## src/sv/modular_secret_transform_defines.svh

```systemverilog
// Assertion macros used by the modular secret transform RTL.
`ifndef MODULAR_SECRET_TRANSFORM_DEFINES_SVH
`define MODULAR_SECRET_TRANSFORM_DEFINES_SVH

// Assert that a property holds at every clock edge outside reset.
`define MST_ASSERT(label, prop, msg) \
  label: assert property (@(posedge clk) disable iff (!rst_n) (prop)) else $error(msg);

// Assert that a consequent follows an antecedent.
`define MST_ASSERT_IMP(label, ante, cons, msg) \
  label: assert property (@(posedge clk) disable iff (!rst_n) (ante) |-> (cons)) \
    else $error(msg);

`endif

```

## src/sv/mst_pkg.sv

```systemverilog
`default_nettype none
package mst_pkg;
  localparam int MaxDim = 64;
  localparam int ValueBits = 15;
  localparam int QW = 15;
  localparam int DimW = 7;

  localparam logic [1:0] ACT_MAT = 2'd0;
  localparam logic [1:0] ACT_OFF = 2'd1;
  localparam logic [1:0] ACT_VEC = 2'd2;
  localparam logic [1:0] ACT_RUN = 2'd3;

  localparam logic [1:0] REG_DIM = 2'd0;
  localparam logic [1:0] REG_MOD = 2'd1;
  localparam logic [1:0] REG_DIR = 2'd2;

  // Commands from the controller to the datapath.
  typedef struct packed {
    logic load;      // a load word is being reduced
    logic red_start; // start the modular reducer
    logic pre_rd;    // read vector and offset at element index
    logic pre_wr;    // write working copy element
    logic off_rd;    // reduce the offset of the current row
    logic mac_clr;   // clear accumulator
    logic mac_rd;    // read matrix and working entry
    logic mac_acc;   // accumulate product
    logic fin;       // finalize row
    logic emit;      // present result and write back
  } mst_cmd_t;

  typedef struct packed {
    logic red_done;
  } mst_sts_t;
endpackage
`default_nettype wire

```

## src/sv/mst_ctrl.sv

```systemverilog
`default_nettype none
`include "modular_secret_transform_defines.svh"
module mst_ctrl import mst_pkg::*; #(
  parameter int MAX_DIM = MaxDim
) (
  input  wire logic          clk,
  input  wire logic          rst_n,
  input  wire logic          start,
  input  wire logic [1:0]    action,
  input  wire logic [DimW-1:0] dim,
  output logic               busy,
  input  wire mst_sts_t      sts,
  output mst_cmd_t           cmd,
  output logic [$clog2(MAX_DIM)-1:0] ei,
  output logic [$clog2(MAX_DIM)-1:0] ej,
  output logic               emit,
  output logic               last
);
  localparam int AW = $clog2(MAX_DIM);
  localparam logic [3:0] S_IDLE = 4'd0, S_LOAD = 4'd1, S_PRD = 4'd2, S_PV = 4'd3,
    S_PO = 4'd4, S_PS = 4'd5, S_MRD = 4'd6, S_MRED = 4'd7, S_MACC = 4'd8,
    S_MADD = 4'd9, S_FIN = 4'd10, S_EMIT = 4'd11, S_PWAIT = 4'd12,
    S_MOFF = 4'd13, S_MOW = 4'd14;

  logic [3:0]    st_r, st_nxt;
  logic [AW-1:0] ei_r, ei_nxt, ej_r, ej_nxt;
  logic [DimW-1:0] n;
  logic          ilast, jlast;

  assign n = (dim == '0) ? DimW'(1) : ((32'(dim) > MAX_DIM) ? DimW'(MAX_DIM) : dim);
  assign ilast = (DimW'(ei_r) == n - 1'b1);
  assign jlast = (DimW'(ej_r) == n - 1'b1);

  always_comb begin
    st_nxt = st_r;
    ei_nxt = ei_r;
    ej_nxt = ej_r;
    cmd = '0;
    case (st_r)
      S_IDLE: begin
        if (start) begin
          ei_nxt = '0;
          ej_nxt = '0;
          if (action == ACT_RUN) begin
            st_nxt = S_PWAIT;
          end else begin
            cmd.load = 1'b1;
            cmd.red_start = 1'b1;
            st_nxt = S_LOAD;
          end
        end
      end
      S_LOAD: if (sts.red_done) st_nxt = S_IDLE;
      // The registered RAM reads for the new element index land in the next cycle.
      S_PWAIT: st_nxt = S_PRD;
      S_PRD: begin
        cmd.pre_rd = 1'b1;
        cmd.red_start = 1'b1;
        st_nxt = S_PV;
      end
      S_PV: if (sts.red_done) begin
        cmd.red_start = 1'b1;
        st_nxt = S_PO;
      end
      S_PO: if (sts.red_done) begin
        cmd.red_start = 1'b1;
        st_nxt = S_PS;
      end
      S_PS: if (sts.red_done) begin
        cmd.pre_wr = 1'b1;
        if (ilast) begin
          ei_nxt = '0;
          st_nxt = S_MRD;
        end else begin
          ei_nxt = ei_r + 1'b1;
          st_nxt = S_PWAIT;
        end
      end
      // Waits for the registered RAM reads; at the start of a row the offset is
      // reduced again before the products are walked.
      S_MRD: begin
        cmd.mac_clr = (ej_r == '0);
        st_nxt = (ej_r == '0) ? S_MOFF : S_MRED;
      end
      S_MOFF: begin
        cmd.off_rd = 1'b1;
        cmd.red_start = 1'b1;
        st_nxt = S_MOW;
      end
      S_MOW: if (sts.red_done) st_nxt = S_MRED;
      S_MRED: begin
        cmd.mac_rd = 1'b1;
        cmd.red_start = 1'b1;
        st_nxt = S_MACC;
      end
      S_MACC: if (sts.red_done) begin
        cmd.mac_acc = 1'b1;
        st_nxt = S_MADD;
      end
      S_MADD: begin
        if (jlast) begin
          cmd.fin = 1'b1;
          cmd.red_start = 1'b1;
          st_nxt = S_FIN;
        end else begin
          cmd.fin = 1'b0;
          ej_nxt = ej_r + 1'b1;
          st_nxt = S_MRD;
        end
      end
      S_FIN: if (sts.red_done) st_nxt = S_EMIT;
      S_EMIT: begin
        cmd.emit = 1'b1;
        ej_nxt = '0;
        if (ilast) begin
          st_nxt = S_IDLE;
        end else begin
          ei_nxt = ei_r + 1'b1;
          st_nxt = S_MRD;
        end
      end
      default: st_nxt = S_IDLE;
    endcase
  end

  always_ff @(posedge clk) begin
    if (!rst_n) begin
      st_r <= S_IDLE;
      ei_r <= '0;
      ej_r <= '0;
    end else begin
      st_r <= st_nxt;
      ei_r <= ei_nxt;
      ej_r <= ej_nxt;
    end
  end

  assign busy = (st_r != S_IDLE);
  assign ei = ei_r;
  assign ej = ej_r;
  assign emit = cmd.emit;
  assign last = cmd.emit && ilast;

  `MST_ASSERT_IMP(a_last_emit, last, emit, "last without emit")
  `MST_ASSERT_IMP(a_idle_no_emit, st_r == S_IDLE, !emit, "emit while idle")
  `MST_ASSERT_IMP(a_emit_then, emit && last, ##1 (st_r == S_IDLE), "run did not end")
endmodule
`default_nettype wire

```

## config.mk

```make
export PLATFORM = sky130hd
export DESIGN_NAME = mst_ctrl
export DESIGN_NICKNAME = d
export VERILOG_FILES = /design/src/sv/mst_pkg.sv /design/src/sv/mst_ctrl.sv
export VERILOG_INCLUDE_DIRS = /design/src /design/src/sv
export SDC_FILE = /design/constraint.sdc
export NUM_CORES = 1
export LEC_CHECK = 0
export ABC_AREA = 0
export BUFFER_PORTS_ARGS = -buffer_cell sky130_fd_sc_hd__buf_2
export CORE_MARGIN = 1
export CORE_UTILIZATION = 59
export CTS_BUF_LIST = sky130_fd_sc_hd__clkbuf_8 sky130_fd_sc_hd__clkbuf_16
export DETAILED_ROUTE_END_ITERATION = 8
export PLACE_DENSITY_LB_ADDON = 0.25
export SYNTH_ARGS = -nofsm -noshare
export SYNTH_HDL_FRONTEND = slang
export SYNTH_SLANG_ARGS = --single-unit
```

## constraint.sdc

```tcl
create_clock -name clk -period 6.29 [get_ports clk]
set_input_delay 0.3145 -clock clk [delete_from_list [all_inputs] [get_ports clk]]
set_output_delay 0.3145 -clock clk [all_outputs]
set_load 0.02 [all_outputs]
```

# --- Word level (Yosys, flattened, before mapping) ---
# Index checks and enable logic that the tools add are counted.
word_totals:
  output_inout_bits: 25
  memories: 0
  romBits: 0
  inputBits: 13
  latch_bits: 0
  mem_bits_rw: 0
  regBits: 16
op_classes:
  add_sub_neg: 3
  shift: 0
  div_mod_pow: 0
  n_mul: 0
  eq_ne: 27
  n_lt_le_gt_ge: 1
  n_mux: 37
  bitwise_logic: 0
  n_reduce_logical: 12
op_table:
  columns: ["operator", "n"]
  rows:
  - ["4-bit case mux with 15 select lines", 1]
  - ["4-bit 2-to-1 mux", 12]
  - ["6-bit case mux with 3 select lines", 2]
  - ["6-bit 2-to-1 mux", 5]
  - ["4-bit == test, second input constant", 7]
  - ["2-bit inequality test, second input constant", 10]
  - ["4-bit by 3-bit == test with 1-bit output, second input constant", 4]
  - ["6-bit by 7-bit == test with 1-bit output", 2]
  - ["7-bit 2-to-1 mux", 2]
  - ["6-bit by 1-bit adder with 6-bit output, second input constant", 2]
  - ["1-bit 2-to-1 mux", 11]
  - ["4-bit by 2-bit == test with 1-bit output, second input constant", 2]
  - ["8-bit AND reduction", 1]
  - ["7-bit greater-than comparator, second input constant", 1]
  - ["7-bit logical NOT", 1]
  - ["7-bit by 1-bit subtractor with 7-bit output, second input constant", 1]
  - ["6-bit logical NOT", 1]
  - ["3-bit nonzero test", 2]
  - ["4-bit by 1-bit == test with 1-bit output, second input constant", 1]
  - ["4-bit logical NOT", 1]
  - ["2-bit 2-to-1 mux", 2]
  - ["1-bit case mux with 4 select lines", 1]
  - ["4-bit AND reduction", 1]
  - ["4-bit nonzero test", 1]
  - ["other kinds (6)", 6]

# --- Depth between registers and ports, before layout ---
logic_depth:
  ltp_word: 8
  depth_mapped: 14

# --- Least setup slack after synthesis ---
# OpenSTA, ideal clock, no wires.
synth_path:
  path_kind: "input-to-output"
  start: "in dim[3]"
  end: "out last"
  stages: 12
  t_required_ns: 5.975
  path_slack_ns: 2.982
  arrival_ns: 2.993
  cell_sequence: "clkbuf_1 or4_1 o21ai_1 nand2b_1 ha_1 clkbuf_1 and3b_1 o31ai_1 o2111ai_1 or3b_1 buf_2 nor2_1"
synth_via:
  elab_chain_cells: 6
  word_cells_on_any_way: 7
  cone_classes: "1 x add/sub; 1 x order compare; 1 x eq/ne; 2 x mux; 2 x reduce/logical"
synth_rtl:
  columns: ["element", "line", "source"]
  rows:
  - ["from (decl)", "mst_ctrl.sv:10", "input wire logic [DimW-1:0] dim,"]
  - ["7-bit greater-than comparator", "mst_ctrl.sv:30", "assign n = (dim == '0) ? DimW'(1) : ((32'(dim) > MAX_DIM) ? DimW'(MAX_DIM) : dim);"]
  - ["7-bit 2-to-1 mux", "mst_ctrl.sv:30", null]
  - ["7-bit 2-to-1 mux *", "mst_ctrl.sv:30", null]
  - ["7-bit by 1-bit subtractor with 7-bit output *", "mst_ctrl.sv:31", "assign ilast = (DimW'(ei_r) == n - 1'b1);"]
  - ["6-bit by 7-bit == test with 1-bit output *", "mst_ctrl.sv:31", null]
  - ["1-bit logical AND *", "mst_ctrl.sv:142", "assign last = cmd.emit && ilast;"]
  - ["to (decl)", "mst_ctrl.sv:17", "output logic last"]
# Every way passes the cells marked *; elsewhere a longest branch is shown, timed or not.

==> out/qor.csv <==
stage,metric,value,unit
clock_network,CTS Buffer Depth,2,
global_route,initial antenna violation count,0,
critical_path,Setup CP Type,primary input to output pin,
sta,measured slew at the worst slew-check pin,837,ps
synthesis,sequential-to-total area share from yosys stat,0.180,
floorplan,FP Rows,19,
hold_path,Worst Hold Path Cells,2,
global_route,first-pass GRT wire length,7200,um
sta,accumulated negative setup slack,0,ps
synthesis,synthesis warning total,0,
routing,Top Layer Used,met4,
routing,count of vias placed by the detailed router,2007,
critical_path,reg2reg path depth,6,
layout,number of fill cells,249,
routing,antenna-violating nets left,0,
routing,ratio of routed vias to standard cells,6.33,
sta,final max-slew violation count,0,
critical_path,Reg-to-Reg End,ei[3],
layout,Sequential Area,320,sq um
synthesis,area fraction in compound gates after synthesis,0.329,
clock_network,clock latency of the later-clocked register in the worst-skew pair,260,ps
sta,Hold Fails Final Rpt,0,
critical_path,kind of launch point of the worst setup path,primary input,
synthesis,post-synthesis adder-cell area fraction,0.0281,
routing,met2 wirelength from detailed routing,1930,um
critical_path,top fanout value on the critical path,13,
critical_path,Critical Path End Type,output pin,
place,placed wire-length estimate,3220,um
place,global placer's final weighted congestion,0.895,
clock_network,clock slew at reported path FFs,60,ps
synthesis,synthesized-area fraction occupied by xor and xnor cells,0.0246,
layout,final core utilization,0.710,
synthesis,post-synthesis simple-gate area fraction,0.338,
sta,time the final worst path needs with I/O delays and setup,3690,ps
synthesis,average size of a mapped cell,6.80,sq um
global_route,overall routing resource usage,0.276,
pwr,worst-case vdd ir drop,0.185,mV
clock_network,sinks on the clock net,16,
routing,DRC Markers,2,
outcome,status,"finished, violations left",
clock_network,number of H-tree levels,1,
pwr,Leak,0.836,nW
global_route,largest net degree at the start of global routing,28,
sta,Setup Skew,5.43,ps
synthesis,main flop type after synthesis,sky130_fd_sc_hd__dfxtp_1,
sta,Max-slew headroom,0.441,
routing,Iteration-0 DRC Markers,158,
synthesis,multiplexer share of the synthesized area,0.0344,
layout,layout net count,304,
floorplan,Die Height,57.0,um
layout,share of layout cells above drive strength 1,0.168,
floorplan,Core Area,2810,sq um
synthesis,combinational family with the most area after synthesis,simple AND/OR/NAND/NOR gates,
sta,setup repair after global routing missed its margin,false,
clock_network,postcts setup bufs,0,
synthesis,fraction of synthesized cell area taken by the top area cell type,0.180,
hold_path,worst min-delay path category,primary input to flop,
critical_path,data required time at the worst endpoint,5980,ps
clock_network,CTS tree,yes,
routing,total routed wire length on the met1 layer,2100,um
layout,relative area change from synthesis to final layout,11.7,%
critical_path,Reg2Reg Launch Point,st_r[2],
pwr,total power divided by cell area,242,nW/um^2
routing,drt total wl,4320,um
critical_path,reg2reg setup slack,3830,ps
sta,final setup violation count,0,
synthesis,"Distinct cells, synth",63,
floorplan,Die Area,3240,sq um
synthesis,leading area contributor after synthesis,sky130_fd_sc_hd__dfxtp_1,
floorplan,die width,57.0,um
run,number of violations of the max-capacitance limit,0,
routing,detailed-routing iteration count for the pre-antenna-repair pass,7,
floorplan,number of primary I/O pins,38,
synthesis,"FFs w/ async S/R, synth",0,
sta,maximum clock frequency,271,MHz
clock_network,total of hold buffers inserted after clock tree synthesis,0,
synthesis,post-synth net total,279,
clock_network,CTS Root Buffer Type,sky130_fd_sc_hd__clkbuf_8,
clock_network,CTS buffer count,3,
layout,area of the multi-input gates,1340,sq um
routing,WL per Instance,13.6,um
hold_path,worst hold endpoint,ej[1],
synthesis,Synth Register Bits,16,
outcome,violated checks,design-rule violations,
synthesis,most area-consuming cells after synthesis,"sky130_fd_sc_hd__dfxtp_1 18%, sky130_fd_sc_hd__nor2_1 6.7%, sky130_fd_sc_hd__nand2_1 5.5%, sky130_fd_sc_hd__a21oi_1 4.5%, sky130_fd_sc_hd__o21ai_0 4.2%",
synthesis,"EDFF count, synth",0,
synthesis,area of the mapped netlist,1780,sq um
clock_network,number of cells upsized or downsized after cts,0,
routing,Routed met3 length,264,um
critical_path,Worst Path Arrival,3370,ps
layout,antenna cell count,0,
hold_path,hold_sp,rst_n,
global_route,via count of the first global-routing pass,1607,
place,I/O Buffers,37,
global_route,grt total ovfl,0,
floorplan,starting density of the core,0.635,
sta,crit share post-route,0.586,
synthesis,Post-Syn Instances,262,
## through the flow
step / total power, mW / setup WS (ps) / instances / hold WS [ps] / instance area, sq um
3_3_place_gp: 0.383 / 2800 / 313 / 511 / 1940
6_report: 0.481 / 2600 / 317 / 408 / 1990
2_1_floorplan: 0.332 / 2980 / 262 / 558 / 1780
3_5_place_dp: 0.385 / 2660 / 313 / 514 / 1940
5_1_grt: 0.523 / 2330 / 317 / 409 / 1990
4_1_cts: 0.479 / 2650 / 317 / 408 / 1990
## cell type report
| class | count | area share |
|---|---|---|
| Inverter | 13 | 0.0245 |
| Multi-Input combinational cell | 216 | 0.674 |
| Tap cell | 31 | 0.0195 |
| Timing Repair Buffer | 37 | 0.0930 |
| Clock buffer | 4 | 0.0277 |
| Sequential cell | 16 | 0.161 |
## worst max path at each step
| stage | cells past startpoint | end | slack, ps | startpoint |
|---|---|---|---|---|
| after floorplan | 12 | last | 2980 | dim[3] |
| after global placement | 13 | cmd[8] | 2800 | dim[2] |
| after detailed placement | 13 | cmd[8] | 2660 | dim[2] |
| after CTS | 13 | cmd[8] | 2650 | dim[2] |
| after global routing | 13 | cmd[8] | 2330 | dim[2] |
| final | 13 | cmd[8] | 2600 | dim[2] |
## metal layers
metal	up-vias	global-route usage
met5	-	0
met3	4	0.0476
li1	1011	-
met2	69	0.408
met1	923	0.414
met4	0	0.0662
## synth_stat cells (4+ instances only)
cell                        n
sky130_fd_sc_hd__nor3_1     7
sky130_fd_sc_hd__nand3_1    9
sky130_fd_sc_hd__dfxtp_1   16
sky130_fd_sc_hd__a31oi_1    4
sky130_fd_sc_hd__and3_1     4
sky130_fd_sc_hd__ha_1       4
sky130_fd_sc_hd__a21boi_1   4
sky130_fd_sc_hd__o21ai_0   15
sky130_fd_sc_hd__clkbuf_1  12
sky130_fd_sc_hd__mux2i_1    5
sky130_fd_sc_hd__nand2_1   26
sky130_fd_sc_hd__a21oi_1   16
sky130_fd_sc_hd__nor2b_1    4
sky130_fd_sc_hd__nand2b_1  11
sky130_fd_sc_hd__nor2_1    32
sky130_fd_sc_hd__inv_1     13
sky130_fd_sc_hd__o31ai_1    4
sky130_fd_sc_hd__or3_1      6
## cell usage in the layout, fill, tap and decap left out, types with 3 or more instances in the layout
master and instances:
sky130_fd_sc_hd__buf_2 37, sky130_fd_sc_hd__nor2_1 32, sky130_fd_sc_hd__nand2_1 26, sky130_fd_sc_hd__a21oi_1 16, sky130_fd_sc_hd__dfxtp_1 16, sky130_fd_sc_hd__o21ai_0 15, sky130_fd_sc_hd__inv_1 13, sky130_fd_sc_hd__nand2b_1 11
sky130_fd_sc_hd__nand3_1 9, sky130_fd_sc_hd__nor3_1 7, sky130_fd_sc_hd__or3_1 6, sky130_fd_sc_hd__mux2i_1 5, sky130_fd_sc_hd__nor2b_1 4, sky130_fd_sc_hd__o31ai_1 4, sky130_fd_sc_hd__a31oi_1 4, sky130_fd_sc_hd__and3_1 4
sky130_fd_sc_hd__a21boi_1 4, sky130_fd_sc_hd__ha_1 4, sky130_fd_sc_hd__clkbuf_8 4, sky130_fd_sc_hd__and2_1 3, sky130_fd_sc_hd__o21bai_1 3, sky130_fd_sc_hd__o2111ai_1 3, sky130_fd_sc_hd__xnor2_1 3, sky130_fd_sc_hd__a211oi_1 3
sky130_fd_sc_hd__o21a_1 3
## kinds of logic after synthesis
| family | Yosys count |
|---|---|
| AO/OA/AOI/OAI | 82 |
| multiplexers | 6 |
| AND/OR/NAND/NOR | 119 |
| adder cells (fa/ha/maj) | 4 |
| XOR/XNOR | 5 |
| buffers and inverters | 30 |
| flip-flops | 16 |
## state kept, by name, summed over array words and instances (netlist names)
name / flops
ei: 6
ej: 6
st_r: 4
## worst max-delay path: stages
cell	delay, ps
sky130_fd_sc_hd__buf_2	160
sky130_fd_sc_hd__or4_1	550
sky130_fd_sc_hd__o21ai_1	290
sky130_fd_sc_hd__nand2b_1	100
sky130_fd_sc_hd__ha_1	300
sky130_fd_sc_hd__and3b_1	220
sky130_fd_sc_hd__o21ai_0	150
sky130_fd_sc_hd__o2111ai_1	150
sky130_fd_sc_hd__a311oi_1	380
sky130_fd_sc_hd__nand3_1	260
sky130_fd_sc_hd__o21ai_1	220
sky130_fd_sc_hd__or3_1	130
sky130_fd_sc_hd__buf_2	150
## power by group
| group | switching (mW) | leakage, nW | internal, mW | total (mW) |
|---|---|---|---|---|
| registers | 0.0412 | 0.129 | 0.110 | 0.151 |
| logic | 0.146 | 0.678 | 0.0914 | 0.237 |
| clock network | 0.0375 | 0.0288 | 0.0556 | 0.0931 |
| total | 0.224 | 0.836 | 0.257 | 0.481 |
Power figures use the tool's default switching activity.
